File: src/sv/stereogram_row_shifter_macros.svh
// Assertion macros shared by the stereogram row shifter modules.
`ifndef STEREOGRAM_ROW_SHIFTER_MACROS_SVH
`define STEREOGRAM_ROW_SHIFTER_MACROS_SVH

// Implication checked at every clock edge outside reset.
`define SRS_ASSERT_IMP(lbl, ante, cons, msg) \
  lbl: assert property (@(posedge clk) disable iff (!rst_n) (ante) |-> (cons)) \
    else $error(msg);

// Condition that must never be seen outside reset.
`define SRS_ASSERT_NEVER(lbl, cond, msg) \
  lbl: assert property (@(posedge clk) disable iff (!rst_n) !(cond)) \
    else $error(msg);

`endif

File: src/sv/srs_pkg.sv
// Shared types and constants of the stereogram row shifter.
package srs_pkg;

  // Field widths fixed by the stream format
  localparam int DEPTH_W = 8;
  localparam int SHIFT_W = 10;
  localparam int PIX_W   = 8;
  localparam int CFG_W   = 11;

  // Defaults for the top-level parameters
  localparam int MAX_WIDTH_DEF    = 1024;
  localparam int DEPTH_LEVELS_DEF = 256;

  // Entries of the queue between front and back
  localparam int QUEUE_DEPTH = 4;

  localparam logic [DEPTH_W-1:0] LOWEST_RESET     = 8'd255;
  localparam logic [CFG_W-1:0]   LINE_WIDTH_RESET = 11'd1024;

  // Item kinds
  typedef enum logic {
    OP_LOAD  = 1'b0,
    OP_PIXEL = 1'b1
  } srs_op_t;

  // Per-pixel attributes handed from front to back
  typedef struct packed {
    logic [SHIFT_W-1:0] shift;
    logic [PIX_W-1:0]   noise;
    logic [DEPTH_W-1:0] min_depth;
    logic               last;
  } srs_attr_t;

endpackage

File: src/sv/srs_queue.sv
// Short FIFO between the front and back ends.
`include "stereogram_row_shifter_macros.svh"

module srs_queue #(
  parameter int W = 8
) (
  input  logic                                      clk,
  input  logic                                      rst_n,
  input  logic                                      push,
  input  logic [W-1:0]                              push_data,
  input  logic                                      pop,
  output logic                                      head_valid,
  output logic [W-1:0]                              head_data,
  output logic [$clog2(srs_pkg::QUEUE_DEPTH+1)-1:0] count
);
  import srs_pkg::*;

  localparam int PW   = $clog2(QUEUE_DEPTH);
  localparam int QC_W = $clog2(QUEUE_DEPTH + 1);

  logic [W-1:0]    slot_r [QUEUE_DEPTH];
  logic [PW-1:0]   wr_ptr_r, rd_ptr_r;
  logic [QC_W-1:0] count_r;

  // Pointer and fill count
  always_ff @(posedge clk) begin
    if (!rst_n) begin
      wr_ptr_r <= '0;
      rd_ptr_r <= '0;
      count_r  <= '0;
    end else begin
      if (push) begin
        wr_ptr_r <= (wr_ptr_r == PW'(QUEUE_DEPTH - 1)) ? '0 : wr_ptr_r + PW'(1);
      end
      if (pop) begin
        rd_ptr_r <= (rd_ptr_r == PW'(QUEUE_DEPTH - 1)) ? '0 : rd_ptr_r + PW'(1);
      end
      if (push && !pop) begin
        count_r <= count_r + QC_W'(1);
      end else if (pop && !push) begin
        count_r <= count_r - QC_W'(1);
      end
    end
  end

  always_ff @(posedge clk) begin
    if (push) begin
      slot_r[wr_ptr_r] <= push_data;
    end
  end

  assign head_valid = (count_r != '0);
  assign head_data  = slot_r[rd_ptr_r];
  assign count      = count_r;

  `SRS_ASSERT_NEVER(a_no_overflow, push && !pop && count_r == QC_W'(QUEUE_DEPTH), "queue overflow")
  `SRS_ASSERT_IMP(a_no_underflow, pop, count_r != '0, "pop from empty queue")

endmodule

File: config.mk
export PLATFORM = sky130hd
export DESIGN_NAME = srs_queue
export DESIGN_NICKNAME = d
export VERILOG_FILES = /design/src/sv/srs_pkg.sv /design/src/sv/srs_queue.sv
export VERILOG_INCLUDE_DIRS = /design/src /design/src/sv
export SDC_FILE = /design/constraint.sdc
export NUM_CORES = 1
export LEC_CHECK = 0
export BUFFER_PORTS_ARGS = -buffer_cell sky130_fd_sc_hd__buf_2
export CAP_MARGIN = 20
export CORE_MARGIN = 5
export CORE_UTILIZATION = 59
export CTS_CLUSTER_DIAMETER = 60
export DETAILED_ROUTE_END_ITERATION = 16
export PLACE_DENSITY_LB_ADDON = 0.08
export SYNTH_ARGS = -nofsm -noshare
export SYNTH_HDL_FRONTEND = slang
export SYNTH_SLANG_ARGS = --single-unit
File: constraint.sdc
create_clock -name clk -period 4.1 [get_ports clk]
set_clock_uncertainty 0.2 [all_clocks]
set_input_delay 0.82 -clock clk [delete_from_list [all_inputs] [get_ports clk]]
set_output_delay 0.82 -clock clk [all_outputs]
set_load 0.05 [all_outputs]
==> qor.csv <==
metric;value;unit
die_h;62.22;µm
vias;778;
drive_gt1_frac;0.3421;
crit_required;3.08;ns
ios;24;
num_rows;19;
clock_latency;0.36;ns
chipWidth;62.22;µm
postCtsSetupBuffers;0;
critPathMaxStageDelay;0.68;ns
num-fill-cells;190;
fin_area;1826;µm²
critPathSlowestCell;dfxtp_1;
start_util;0.5990;
fin_crit;2.849;ns
cts_buffer_depth;2;
p_per_area;482.5;nW/µm²
clkSinkCount;41;
path_class;flop to primary output;
arrival;1.83;ns
grt_max_degree;15;
cts-root-buf;clkbuf_4;
nets;132;
rsz0062_at_grt;false;
finalHoldViolCount;0;
via_per_inst;5.366;
synth.distinct_cells;19;
slew_violations;0;
drt-initial-drc-count;13;
syn_area;1609;µm²
endpoint_kind;primary output;
cts_resized;0;
synth.net_count;104;
numCtsBuffers;5;
seq_area_frac_synth;0.7092;
grt_pass1_wl;3.919;mm
max_freq;351.0;MHz
h-tree-depth;2;
status;complete, no violations;
cp_cell_sequence;mux4_2, buf_2;
die_area;3871;µm²
cp_max_fo;8;
hold_ws;0.3153;ns
hold_buffers;0;
gp_congestion;0.6508;
portBuffers;23;
synth-seq-cells;41;
critical-path-top-delay-family;flip-flops;
hold_class;flop to flop;
setup_violations;0;
antenna_found_initial;0;
dpl_cell_area;1747;µm²
grt_usage;0.1376;
syn_area_per_cell;18.93;µm²
power.ir.vdd_worst;0.0003689;V
drcViolationCount;0;
period_share;0.6948;
diodes;0;
register_area;1141;µm²
cts_tree;built;
drtAntennaViolNets;0;
cp-start-kind;flop;
first_pass_iters;4;
core_area;2686;µm²
ys_warn_count;0;
worstMarginPinSlew;0.5352;ns
clk_pin_slew;0.13;ns
maxCapViolCount;0;
grt_pass1_vias;841;
crit_buf_inv;1;
area_growth;13.45;%
timing.setup.tns;0;ns
dp_hpwl;1.568;mm
wl_per_cell;15.76;µm
multi_input_area;436.7;µm²
leakagePower;0.6819;nW
synthCells;85;
slew_headroom;0.6427;
overflow;0;
routed_wl;2.285;mm
==> layout make-up <==
type | count | area share
clock buffer | 6 | 0.03427
clock inverter | 2 | 0.008910
inverter | 4 | 0.008225
multi-input combinational | 38 | 0.2392
sequential | 41 | 0.6251
tap | 31 | 0.02125
timing repair buffer | 23 | 0.06306
==> worst min-delay path: stages, from the launching register on <==
cell and delay, ns:
dfxtp_1 0.35, o21ai_0 0.07, a21boi_1 0.06
==> power breakdown <==
group / leakage (nW) / switching (W) / total, W / internal [W]
combinational: 0.274 / 0.000104 / 0.000154 / 0.0000502
sequential: 0.368 / 0.0000167 / 0.000489 / 0.000472
clock: 0.0396 / 0.000133 / 0.000238 / 0.000105
total: 0.682 / 0.000253 / 0.000881 / 0.000627
==> metal layers <==
layer  track usage  wire [µm]
met1        0.1416        945
met3       0.06126        148
met2        0.2358       1144
met4       0.06504         46
met5             0          0
==> metrics by stage <==
stage / setup slack (ns) / power [W] / util / std cells
finish: 1.251 / 0.0008808 / 0.6796 / 145
global route: 1.081 / 0.0009266 / 0.6796 / 145
CTS: 1.194 / 0.0008899 / 0.6796 / 145
detailed placement: 1.592 / 0.0006550 / 0.6502 / 137
global placement: 1.617 / 0.0006514 / 0.6502 / 137
floorplan: 1.817 / 0.0006181 / - / 85
==> cell usage in the layout (no fill, tap or decap), drive strengths merged <==
cell      instances
a21boi            1
and2              5
buf              23
clkbuf            6
clkinv            1
clkinvlp          1
dfxtp             9
edfxtp           32
fa                1
ha                6
inv               4
mux2i             4
mux4              8
nor2              1
nor2b             5
nor3              1
o21a              1
o21ai             1
or3               2
xnor2             1
xor2              1
==> sequential cells by signal, summed over array words and instances, names as in the netlist, named ones only <==
register  flops
slot_r       32
count         3
wr_ptr_r      2
rd_ptr_r      2
==> path summary, 6_finish.rpt <==
path / from / end / slack [ns] / cells after the start
max: flop / head_data[4] / 1.25 / 2
min reg2reg: count[2] / count[2] / 0.32 / 2
max reg2reg: count[0] / count[2] / 2.42 / 4
min: count[2] / count[2] / 0.32 / 2
==> cell usage after synthesis (all sizes together) <==
master	instances	area share
a21boi	1	0.0047
and2	5	0.019
buf	1	0.0070
clkbuf	1	0.0031
dfxtp	9	0.11
edfxtp	32	0.60
fa	1	0.012
ha	6	0.047
inv	4	0.0093
mux2i	4	0.025
mux4	8	0.11
nor2	1	0.0023
nor2b	5	0.019
nor3	1	0.0031
o21a	1	0.0047
o21ai	1	0.0031
or3	2	0.0078
xnor2	1	0.0054
xor2	1	0.0054
==> cell families after synthesis <==
| family | count (synthesis) | share of synthesized area |
|---|---|---|
| AO/OA/AOI/OAI | 3 | 0.01244 |
| AND/OR/NAND/NOR | 14 | 0.05209 |
| XOR/XNOR | 2 | 0.01089 |
| adder cells (fa/ha/maj) | 7 | 0.05910 |
| multiplexers | 12 | 0.1369 |
| buffers and inverters | 6 | 0.01943 |
| flip-flops | 41 | 0.7092 |
Power figures use the tool's default switching activity.
