## config.mk

```make
export PLATFORM = sky130hd
export DESIGN_NAME = srs_front
export DESIGN_NICKNAME = d
export VERILOG_FILES = /design/src/sv/srs_pkg.sv /design/src/sv/srs_front.sv
export VERILOG_INCLUDE_DIRS = /design/src /design/src/sv
export SDC_FILE = /design/constraint.sdc
export NUM_CORES = 2
export LEC_CHECK = 0
export BUFFER_PORTS_ARGS = -buffer_cell sky130_fd_sc_hd__clkbuf_2
export CAP_MARGIN = 20
export CELL_PAD_IN_SITES_DETAIL_PLACEMENT = 0
export CELL_PAD_IN_SITES_GLOBAL_PLACEMENT = 1
export CORE_ASPECT_RATIO = 0.8
export CORE_MARGIN = 3
export CORE_UTILIZATION = 45
export DETAILED_ROUTE_END_ITERATION = 16
export PLACE_DENSITY_LB_ADDON = 0.1
export SLEW_MARGIN = 20
export SYNTH_ARGS = -nofsm -noshare
export SYNTH_HDL_FRONTEND = slang
export SYNTH_SLANG_ARGS = --single-unit
export TNS_END_PERCENT = 20
```

## constraint.sdc

```tcl
create_clock -name clk -period 10.9 [get_ports clk]
set_input_delay 1.635 -clock clk [delete_from_list [all_inputs] [get_ports clk]]
set_output_delay 1.635 -clock clk [all_outputs]
set_load 0.05 [all_outputs]
```

## src/sv/stereogram_row_shifter_macros.svh

```systemverilog
// Assertion macros shared by the stereogram row shifter modules.
`ifndef STEREOGRAM_ROW_SHIFTER_MACROS_SVH
`define STEREOGRAM_ROW_SHIFTER_MACROS_SVH

// Implication checked at every clock edge outside reset.
`define SRS_ASSERT_IMP(lbl, ante, cons, msg) \
  lbl: assert property (@(posedge clk) disable iff (!rst_n) (ante) |-> (cons)) \
    else $error(msg);

// Condition that must never be seen outside reset.
`define SRS_ASSERT_NEVER(lbl, cond, msg) \
  lbl: assert property (@(posedge clk) disable iff (!rst_n) !(cond)) \
    else $error(msg);

`endif

```

## src/sv/srs_pkg.sv

```systemverilog
// Shared types and constants of the stereogram row shifter.
package srs_pkg;

  // Field widths fixed by the stream format
  localparam int DEPTH_W = 8;
  localparam int SHIFT_W = 10;
  localparam int PIX_W   = 8;
  localparam int CFG_W   = 11;

  // Defaults for the top-level parameters
  localparam int MAX_WIDTH_DEF    = 1024;
  localparam int DEPTH_LEVELS_DEF = 256;

  // Entries of the queue between front and back
  localparam int QUEUE_DEPTH = 4;

  localparam logic [DEPTH_W-1:0] LOWEST_RESET     = 8'd255;
  localparam logic [CFG_W-1:0]   LINE_WIDTH_RESET = 11'd1024;

  // Item kinds
  typedef enum logic {
    OP_LOAD  = 1'b0,
    OP_PIXEL = 1'b1
  } srs_op_t;

  // Per-pixel attributes handed from front to back
  typedef struct packed {
    logic [SHIFT_W-1:0] shift;
    logic [PIX_W-1:0]   noise;
    logic [DEPTH_W-1:0] min_depth;
    logic               last;
  } srs_attr_t;

endpackage

```

## src/sv/srs_front.sv

```systemverilog
// Front end: item accept, column and minimum tracking, shift table.
`include "stereogram_row_shifter_macros.svh"

module srs_front #(
  parameter int MAX_WIDTH    = srs_pkg::MAX_WIDTH_DEF,
  parameter int DEPTH_LEVELS = srs_pkg::DEPTH_LEVELS_DEF
) (
  input  logic                                    clk,
  input  logic                                    rst_n,
  input  logic                                    cfg_we,
  input  logic [srs_pkg::CFG_W-1:0]               cfg_wdata,
  input  logic                                    in_valid,
  output logic                                    in_ready,
  input  srs_pkg::srs_op_t                        in_op,
  input  logic [srs_pkg::DEPTH_W-1:0]             in_depth,
  input  logic [srs_pkg::SHIFT_W-1:0]             in_shift,
  input  logic [srs_pkg::PIX_W-1:0]               in_noise,
  input  logic                                    in_fstart,
  input  logic [$clog2(srs_pkg::QUEUE_DEPTH+1)-1:0] q_count,
  output logic                                    push,
  output logic [$clog2(MAX_WIDTH)-1:0]            push_col,
  output srs_pkg::srs_attr_t                      push_attr
);
  import srs_pkg::*;

  localparam int CW   = $clog2(MAX_WIDTH);
  localparam int AW   = (CW + 1 > CFG_W) ? CW + 1 : CFG_W;
  localparam int DW   = $clog2(DEPTH_LEVELS);
  localparam int QC_W = $clog2(QUEUE_DEPTH + 1);

  logic [CFG_W-1:0]   width_r;
  logic [AW-1:0]      width_ext;
  logic [CW:0]        act_w;
  logic               acc;
  logic               is_pix;
  logic               in_range;
  logic [CW-1:0]      col_base;
  logic [CW-1:0]      col_cur;
  logic               last_cur;
  logic [DEPTH_W-1:0] low_base;
  logic [DEPTH_W-1:0] low_cur;

  logic [CW-1:0]      column_r, column_nxt;
  logic [DEPTH_W-1:0] lowest_r;
  logic               f1_valid_r;
  logic [CW-1:0]      f1_col_r;
  logic [PIX_W-1:0]   f1_noise_r;
  logic [DEPTH_W-1:0] f1_min_r;
  logic               f1_last_r;
  logic               f1_inrange_r;
  logic [SHIFT_W-1:0] tab_rd_r;

  logic [SHIFT_W-1:0] shift_mem [DEPTH_LEVELS];

  // Line width register
  always_ff @(posedge clk) begin
    if (!rst_n) begin
      width_r <= LINE_WIDTH_RESET;
    end else if (cfg_we) begin
      width_r <= cfg_wdata;
    end
  end

  // Clamp width into 1..MAX_WIDTH
  assign width_ext = AW'(width_r);
  always_comb begin
    if (width_ext == '0) begin
      act_w = (CW + 1)'(1);
    end else if (width_ext > AW'(MAX_WIDTH)) begin
      act_w = (CW + 1)'(MAX_WIDTH);
    end else begin
      act_w = width_ext[CW:0];
    end
  end

  // Room for this beat and the one already in flight
  assign in_ready = ((QC_W + 1)'(q_count) + (QC_W + 1)'(f1_valid_r))
                    < (QC_W + 1)'(QUEUE_DEPTH);
  assign acc      = in_valid && in_ready;
  assign is_pix   = (in_op == OP_PIXEL);
  assign in_range = {1'b0, in_depth} < (DEPTH_W + 1)'(DEPTH_LEVELS);

  // Column position: frame start and width shrink restart the row
  always_comb begin
    col_base   = in_fstart ? '0 : column_r;
    col_cur    = ({1'b0, col_base} >= act_w) ? '0 : col_base;
    last_cur   = ({1'b0, col_cur} == act_w - (CW + 1)'(1));
    column_nxt = last_cur ? '0 : col_cur + CW'(1);
  end

  // Smallest nonzero depth in the frame
  always_comb begin
    low_base = in_fstart ? LOWEST_RESET : lowest_r;
    low_cur  = (in_depth != '0 && in_depth < low_base) ? in_depth : low_base;
  end

  // Shift table: in-range loads write, pixels read with a registered port
  always_ff @(posedge clk) begin
    if (acc && !is_pix && in_range) begin
      shift_mem[in_depth[DW-1:0]] <= in_shift;
    end
    if (acc && is_pix) begin
      tab_rd_r <= shift_mem[in_depth[DW-1:0]];
    end
  end

  // Row state and stage toward the queue
  always_ff @(posedge clk) begin
    if (!rst_n) begin
      column_r   <= '0;
      lowest_r   <= LOWEST_RESET;
      f1_valid_r <= 1'b0;
    end else begin
      f1_valid_r <= acc && is_pix;
      if (acc && is_pix) begin
        column_r <= column_nxt;
        lowest_r <= low_cur;
      end
    end
  end

  always_ff @(posedge clk) begin
    if (acc && is_pix) begin
      f1_col_r     <= col_cur;
      f1_noise_r   <= in_noise;
      f1_min_r     <= low_cur;
      f1_last_r    <= last_cur;
      f1_inrange_r <= in_range;
    end
  end

  assign push                = f1_valid_r;
  assign push_col            = f1_col_r;
  assign push_attr.shift     = f1_inrange_r ? tab_rd_r : '0;
  assign push_attr.noise     = f1_noise_r;
  assign push_attr.min_depth = f1_min_r;
  assign push_attr.last      = f1_last_r;

  `SRS_ASSERT_IMP(a_col_in_row, f1_valid_r, {1'b0, f1_col_r} < act_w, "column past line width")

endmodule

```

==> results.cfg <==
[outcome]
run_status = completed

[sta]
rsz0062_at_grt = no
post_route_setup_tns_ns = 0
worst_pin_slew_ns = 1.12
finalMaxSlewViolations = 0
maxClockFrequency_mhz = 181
fin_crit_sh_pct = 50.7
final_hold_viol_count = 0
clock_skew_ns = 0.0368
slew-limit-headroom_pct = 25.3
finalSetupViolCount = 0
layout_min_cycle_time_ns = 5.53
setup_slack_ns = 5.37

[clock_tree]
worstSkewPairLatency_ns = 0.87
clock_transition_time_at_the_flip_flop_clock_pins_of_the_worst_setup_and_hold_paths_ns = 0.06
root_buffer = clkbuf_16
post-cts-setup-buffer-count = 0
cts.sink_count = 2627
post_cts_resized = 0
tritoncts = done
cts.path.max_buffers = 4
htree_num_levels = 5
cts_buffer_count = 274
hold_buffer_count_at_cts = 0

[yosys]
synth_mux_area_share_pct = 18.4
synth.top_cells.by_count = 2597 x edfxtp_1, 818 x mux4_2, 311 x nor2_1
primary_flip_flop_cell_chosen_by_synthesis_mapping = edfxtp_1
synth_most_common_cell = edfxtp_1
seq_area_frac_synth_pct = 77.0
combinational_family_with_the_most_area_after_synthesis = multiplexers
number_of_library_cell_types_mapped_by_synthesis = 59
post_synth_and_or_nand_nor_area_fraction_pct = 2.25
synth-async-reset-ratio_pct = 0
synth-compound-area-share_pct = 0.811
yosys-top-cells-area = edfxtp_1 76%, mux4_2 18%, nor2_1 1.1%
synth_adder_area_share_pct = 0.233
synth-edff-count = 2597
yosys.area_share.xor_xnor_pct = 0.0773
synth_top_cell_area_share_pct = 76.4
synthesis.instances = 4416
yosys_register_bits = 2627
synth.cell_area_um2 = 102000
synthesis.area_per_instance_um2 = 23.1
synth_area_leader_cell = edfxtp_1
synth.net_count = 4481
ys.warnings.count = 0

[finish]
num-fill-cells = 17700
area_growth_pct = 13.2
multiInputGateArea_um2 = 22400
finalNetCount = 4819
area.sequential_um2 = 78600
post_route_cells_drive_above_1_share_pct = 31.5

[floorplanning]
io_pins = 85
die_area_um2 = 233000
core_area_um2 = 224000
dieHeight_um = 432
num_rows = 155
floorplan.die.width_um = 538
initial_core_util_pct = 45.5

[drt]
route.detailed.vias_per_inst = 6.05
drt_iter0_markers = 5816
met1Wirelength_um = 118000
wl_met3_um = 21100
route.final.wire_length_um = 269000
wl_met2_um = 123000
wire_per_inst_um = 33.8
remaining_drc_errors = 0
routed-via-count = 48100
ant_nets = 0
dr_pass1_iterations = 5
top_signal_layer_used = met4

[worst_hold_path]
whs_path_depth = 1
hold_path.class = reg2reg

[placement]
pre_cts_ws_ns = 4.56
numPortBuffers = 84
hpwlAfterDp_um = 159000
finalWeightedCongestion = 0.806

[power_and_ir_drop]
comb_power_share_pct = 4.9
p_int_w = 0.0166
peakVddDrop_mv = 0.123
switching_share_pct = 21.2
seq_power_share_pct = 52.8
p_sw_w = 0.00446
cellLeakagePower_nw = 35.8
clkPwrFrac_pct = 42.3
cellPowerDensity_nw_per_um2 = 182

[critical_path]
arrival_time_of_the_worst_setup_path_ns = 5.98
startpoint_class = input port
kind_of_end_point_of_the_critical_path = flop
reg2reg_depth = 6
worst-setup-path-type = in2reg
worstPathMaxFanout = 18
rrSetupSlack_ns = 5.98
critPathRequiredTime_ns = 11.35

[grt]
grtUsageTotal_pct = 23.1
gr-total-overflow = 0
global_route_wire_length_before_repair_um = 380000
number_of_antenna_violations_at_the_first_check_in_global_routing = 16
first_global_vias = 48200
maximum_number_of_pins_on_one_net_before_global_route_repair = 134

[job]
max_cap_violations = 0
## kinds of logic after synthesis
family | Yosys count
buffers and inverters | 268
AND/OR/NAND/NOR | 521
XOR/XNOR | 9
AO/OA/AOI/OAI | 123
adder cells (fa/ha/maj) | 19
flip-flops | 2627
multiplexers | 849
## cells in the final DEF (no fill, tap or decap), types with 11 or more instances in the layout
cell / synthesis / layout
a21oi_1: 32 / 32
a31oi_1: 15 / 15
buf_4: 19 / 212
buf_8: 0 / 24
bufinv_16: 0 / 14
clkbuf_1: 126 / 68
clkbuf_16: 0 / 284
clkbuf_2: 0 / 68
clkinv_1: 0 / 56
clkinv_2: 0 / 38
dfxtp_1: 30 / 30
edfxtp_1: 2597 / 2597
ha_1: 19 / 19
inv_1: 19 / 19
mux2i_1: 23 / 23
mux4_2: 818 / 818
nand2_1: 53 / 48
nand2b_1: 15 / 15
nand3_1: 54 / 52
nand4_1: 11 / 11
nor2_1: 311 / 253
nor2_2: 0 / 58
nor2b_1: 25 / 22
nor3_1: 13 / 13
o21ai_0: 17 / 17
or3_1: 11 / 11
## worst paths after layout
path	startpoint	end
min	lowest_r[7]	lowest_r[7]
max	q_count[0]	shift_mem[248][1]
max reg2reg	push	shift_mem[248][1]
min reg2reg	lowest_r[7]	lowest_r[7]
## cell type report
cell class	instances	area share, %
antenna	8	0.0173
tap	2983	3.23
multi-input combinational	1521	19.4
inverter	19	0.0617
clock inverter	123	0.866
sequential	2627	68.0
timing repair buffer	311	2.09
clock buffer	352	6.37
## sequential cells by signal, indices dropped and copies added (netlist names)
| name | count |
|---|---|
| shift_mem | 2560 |
| width_ext | 11 |
| column_r | 10 |
| push_col | 10 |
| tab_rd_r | 10 |
| f1_min_r | 8 |
| f1_noise_r | 8 |
| lowest_r | 8 |
| f1_last_r | 1 |
| push | 1 |
## power groups by stage
stage | Clock [W] | Combinational (W) | Sequential (W)
after floorplan | 0 | 0.000556 | 0.0113
after global placement | 0 | 0.00103 | 0.0113
after detailed placement | 0 | 0.00104 | 0.0113
after CTS | 0.00911 | 0.00104 | 0.0111
after global routing | 0.00951 | 0.00109 | 0.0111
final | 0.00891 | 0.00103 | 0.0111
## critical path, stage by stage
cell,delay [ns]
clkbuf_2,0.08
a31oi_1,0.75
nand2_1,0.68
nor2_2,0.23
buf_4,0.43
nand4_1,0.91
nor2_1,1.22
## metrics by stage
| stage | util (%) | power [W] | std cells | hold slack, ns | instance area [um2] |
|---|---|---|---|---|---|
| floorplan | - | 0.0119 | 4416 | 0.425 | 102000 |
| global placement | 47.7 | 0.0124 | 7449 | 0.440 | 107000 |
| detailed placement | 47.8 | 0.0124 | 7459 | 0.449 | 107000 |
| CTS | 51.5 | 0.0213 | 7934 | 0.464 | 115000 |
| global route | 51.5 | 0.0217 | 7938 | 0.481 | 116000 |
| finish | 51.5 | 0.0211 | 7944 | 0.465 | 116000 |
## per-layer routing
layer	vias up	track usage (%)
li1	19500	-
met1	26400	35.3
met2	1857	34.7
met3	331	4.63
met4	0	5.13
met5	-	0
(Power assumes the default switching activity.)
